`config.mk`:
```
export PLATFORM = sky130hd
export DESIGN_NAME = dsm_front
export DESIGN_NICKNAME = d
export VERILOG_FILES = /design/src/rtl/dsm_pkg.sv /design/src/rtl/dsm_front.sv
export SDC_FILE = /design/constraint.sdc
export NUM_CORES = 1
export LEC_CHECK = 0
export ABC_CLOCK_PERIOD_IN_PS = 3700
export BUFFER_PORTS_ARGS = -buffer_cell sky130_fd_sc_hd__clkbuf_2
export CAP_MARGIN = 20
export CORE_AREA = 2 2 60 62
export CTS_BUF_LIST = sky130_fd_sc_hd__clkbuf_4
export CTS_CLUSTER_DIAMETER = 50
export CTS_CLUSTER_SIZE = 30
export DETAILED_ROUTE_END_ITERATION = 12
export DIE_AREA = 0 0 62 64
export GPL_TIMING_DRIVEN = 0
export PLACE_DENSITY = 0.62
export SKIP_CTS_REPAIR_TIMING = 1
export SLEW_MARGIN = 40
export SYNTH_ARGS = -nofsm -noshare
export SYNTH_HDL_FRONTEND = slang
export SYNTH_SLANG_ARGS = --single-unit
export TNS_END_PERCENT = 1
```
`constraint.sdc`:
```
create_clock -name clock -period 3.7 [get_ports clock]
set_input_delay 0.74 -clock clock [delete_from_list [all_inputs] [get_ports clock]]
set_output_delay 0.74 -clock clock [all_outputs]
set_load 0.1 [all_outputs]
```
`src/rtl/dsm_pkg.sv`:
```
`default_nettype none
package dsm_pkg;
   localparam logic [7:0] CH_NUL   = 8'h00;
   localparam logic [7:0] CH_NL    = 8'h0A;
   localparam logic [7:0] CH_SPACE = 8'h20;
   localparam logic [7:0] CH_BANG  = 8'h21;
   localparam logic [7:0] CH_COMMA = 8'h2C;
   localparam logic [7:0] CH_DOT   = 8'h2E;
   localparam logic [7:0] CH_QUEST = 8'h3F;
   localparam logic [7:0] CH_MARK  = 8'h5F;
   localparam logic [7:0] CASE_GAP = 8'd32;

   localparam logic OP_DICT = 1'b0;
   localparam logic OP_TEXT = 1'b1;

   typedef enum logic [2:0] {
      CLS_DICT,
      CLS_LETTER,
      CLS_PUNCT,
      CLS_END,
      CLS_DROP
   } class_type;

   typedef struct packed {
      class_type  cls;
      logic [7:0] ch;
   } item_type;

   function automatic logic is_letter(input logic [7:0] c);
      return (c >= 8'h41 && c <= 8'h5A) || (c >= 8'h61 && c <= 8'h7A);
   endfunction

   // 9-bit sums so a high byte plus the gap never wraps
   function automatic logic same_byte(input logic [7:0] a, input logic [7:0] b);
      return (a == b) || (({1'b0, a} + {1'b0, CASE_GAP}) == {1'b0, b}) ||
             (({1'b0, b} + {1'b0, CASE_GAP}) == {1'b0, a});
   endfunction
endpackage
`default_nettype wire

```
`src/rtl/dsm_front.sv`:
```
`default_nettype none
// Classifies input bytes and queues them for the back end.
module dsm_front (
   input  wire logic               clock,
   input  wire logic               reset,
   input  wire logic               req_push,
   output logic                    req_full,
   input  wire logic               req_operation,
   input  wire logic [7:0]         req_char_in,
   output logic                    q_valid,
   output dsm_pkg::item_type       q_item,
   input  wire logic               q_take
);
   import dsm_pkg::*;

   item_type   slot_ff [2];
   logic [1:0] count_ff, count_in;
   logic       wr_ptr_ff, wr_ptr_in, rd_ptr_ff, rd_ptr_in;
   item_type   new_item;
   logic       do_push, do_pop;

   always_comb begin
      new_item.ch = req_char_in;
      if (req_operation == OP_DICT) begin
         new_item.cls = CLS_DICT;
      end else if (is_letter(req_char_in)) begin
         new_item.cls = CLS_LETTER;
      end else if (req_char_in == CH_SPACE || req_char_in == CH_COMMA ||
                   req_char_in == CH_DOT || req_char_in == CH_BANG ||
                   req_char_in == CH_QUEST) begin
         new_item.cls = CLS_PUNCT;
      end else if (req_char_in == CH_NUL || req_char_in == CH_NL) begin
         new_item.cls = CLS_END;
      end else begin
         new_item.cls = CLS_DROP;
      end
   end

   assign req_full = (count_ff == 2'd2);
   assign do_push  = req_push && !req_full;
   assign q_valid  = (count_ff != 2'd0);
   assign do_pop   = q_take && q_valid;
   assign q_item   = slot_ff[rd_ptr_ff];

   always_comb begin
      count_in  = count_ff + {1'b0, do_push} - {1'b0, do_pop};
      wr_ptr_in = wr_ptr_ff ^ do_push;
      rd_ptr_in = rd_ptr_ff ^ do_pop;
   end

   always_ff @(posedge clock) begin
      if (reset) begin
         count_ff  <= '0;
         wr_ptr_ff <= 1'b0;
         rd_ptr_ff <= 1'b0;
      end else begin
         count_ff  <= count_in;
         wr_ptr_ff <= wr_ptr_in;
         rd_ptr_ff <= rd_ptr_in;
      end
      if (do_push) begin
         slot_ff[wr_ptr_ff] <= new_item;
      end
   end
endmodule
`default_nettype wire

```
==> run summary <==
status - finished, final reports clean
All-Layer GR Usage - 0.104
crit start category - flop
Post-synth EDFFs - 22
total number of yosys warnings - 0
initial core utilization - 0.345
final wirelength - 1.86 mm
max_cap viols - 0
die extent in x - 62 um
Final Critical Period - 2.72 ns
Avg Cell Area, Syn - 14.5 sq um
Wirelength per Cell - 12.2 um
top cells by count, synth - edfxtp_1, mux2_2, inv_1, nor2_1
period utilization - 0.734
share of layout cells above drive strength 1 - 0.402
CTS tree - done
initial antenna violation count - 0
Num CTS Buffers - 3
Die Ht - 64 um
Clock Latency Late Sink - 0.33 ns
Clock Tree Buf Depth - 2
vias - 709
Critical Path End Type - primary output
CTS Root Cell - clkbuf_4
Post-synth ARST share - 0
Ports - 26
power per cell area - 851 nW/um^2
WP data required - 2.96 ns
post-synth top area share - 0.583
hpwl dp - 1.37 mm
cell taking the most area after synthesis - edfxtp_1
diode count - 0
GP Congestion - 0.734
maximum clock frequency - 0.368 GHz
post-synth net total - 95
post-route setup slack - 0.983 ns
sequential area share after synthesis - 0.653
# rows - 21
final clock skew - 0.00504 ns
Setup-failing EPs final - 0
Via density - 4.63
CP max-delay cell - buf_1
Max-slew headroom - 0.598
largest net degree at the start of global routing - 16
leading post-synthesis cells by cell area - edfxtp_1, mux2_2, dfxtp_1
antenna viol nets, final - 0
peak supply drop - 0.232 mV
sequence of cells on the critical path - buf_1 -> mux2_2 -> clkbuf_2
Final Max Tran Viols - 0
measured slew at the worst slew-check pin - 0.603 ns
Hold WS - 0.572 ns
gr ovfl total - 0
Final Hold Fails - 0
Leak Pwr - 0.000545 uW
crit path max fanout - 10
die area - 3970 sq um
crit path kind - reg2out
worst min-delay path category - reg2reg
area of the core - 3280 sq um
cell area after synthesis - 1130 sq um
clk slew on worst S/H paths - 0.13 ns
total negative slack - 0 ns
Starting DRT DRC Count - 7
nets - 125
DRT Pass-1 Iters - 4
RSZ-0062 raised after global routing - false
DP Worst Slack - 1.31 ns
I/O Buffers - 25
cell count after synthesis - 78
number of library cell types mapped by synthesis - 26
Area growth syn-to-layout - 20.8%
vias in the first global route - 670
FF+latch count, synth - 26
Overall Power - 1170 uW
clk sink count - 26
first-pass GRT wire length - 2.92 mm
CTS HTree Levels - 1
CP peak stage delay - 0.49 ns
crit path DAT - 1.98 ns
Residual DRC - 0
Main synth FF type - edfxtp_1
count leader, synth - edfxtp_1
logic make-up after synthesis:
family / share of synthesized area
AO/OA/AOI/OAI: 0.0397
multiplexers: 0.109
AND/OR/NAND/NOR: 0.103
flip-flops: 0.653
buffers and inverters: 0.0199
XOR/XNOR: 0.0309
adder cells (fa/ha/maj): 0.0442
state kept, by name, indices dropped and copies added, names as in the netlist:
name / cells
slot_ff: 22
count_ff: 2
rd_ptr_ff: 1
wr_ptr_ff: 1
layer usage:
layer | up-vias | global-route usage | share of wire
met1 | 340 | 0.114 | 0.40
met3 | 5 | 0.0202 | 0.042
li1 | 349 | - | -
met4 | 0 | 0.0718 | 0.031
met5 | - | 0 | 0
met2 | 15 | 0.172 | 0.53
cell type report:
cell class	instances	area (sq um)
clock buffers	3	22.5
repair buffers	25	125
flip-flops and latches	26	741
clock inverters	1	30.0
multi-input cells	46	370
fillers	324	1920
plain buffers	1	3.75
inverters	5	18.8
well taps	46	57.6
worst paths after layout:
check | endpoint | cells past startpoint | slack (ns) | start
setup / recovery | q_item[6] | 3 | 0.98 | rd_ptr_ff
hold / removal | wr_ptr_ff | 3 | 0.57 | wr_ptr_ff
setup reg to reg | count_ff[1] | 8 | 1.92 | count_ff[1]
hold reg to reg | wr_ptr_ff | 3 | 0.57 | wr_ptr_ff
power by group:
group	internal, uW	total, uW	switching (uW)
Sequential	375	392	17.3
Combinational	119	580	461
Clock	110	193	83.6
Total	604	1170	562
per-stage QoR:
step	area, sq um	utilization	instances
after CTS	1370	0.417	153
after floorplan	1130	-	78
final	1370	0.417	153
after global placement	1320	0.401	149
after detailed placement	1320	0.401	149
after global routing	1370	0.417	153
cell usage in the layout, fill, tap and decap left out, types with 2 or more instances in the layout:
cell      synthesis  final
ha_1              4      4
xnor2_1           2      2
dfxtp_1           4      4
clkbuf_4          0      3
inv_1             5      5
clkbuf_2          0     25
nor2_1            5      5
nor3_1            3      3
nand2b_1          2      2
mux2_2           11     11
xor2_1            2      2
nand2_1           3      3
edfxtp_1         22     22
critical path, delay by kind of cell, from the launching register on:
family	cells	cell delay (ns)
buf+inv	2	0.86
mux	1	0.41
flops	1	0.39
(Power assumes the default switching activity.)
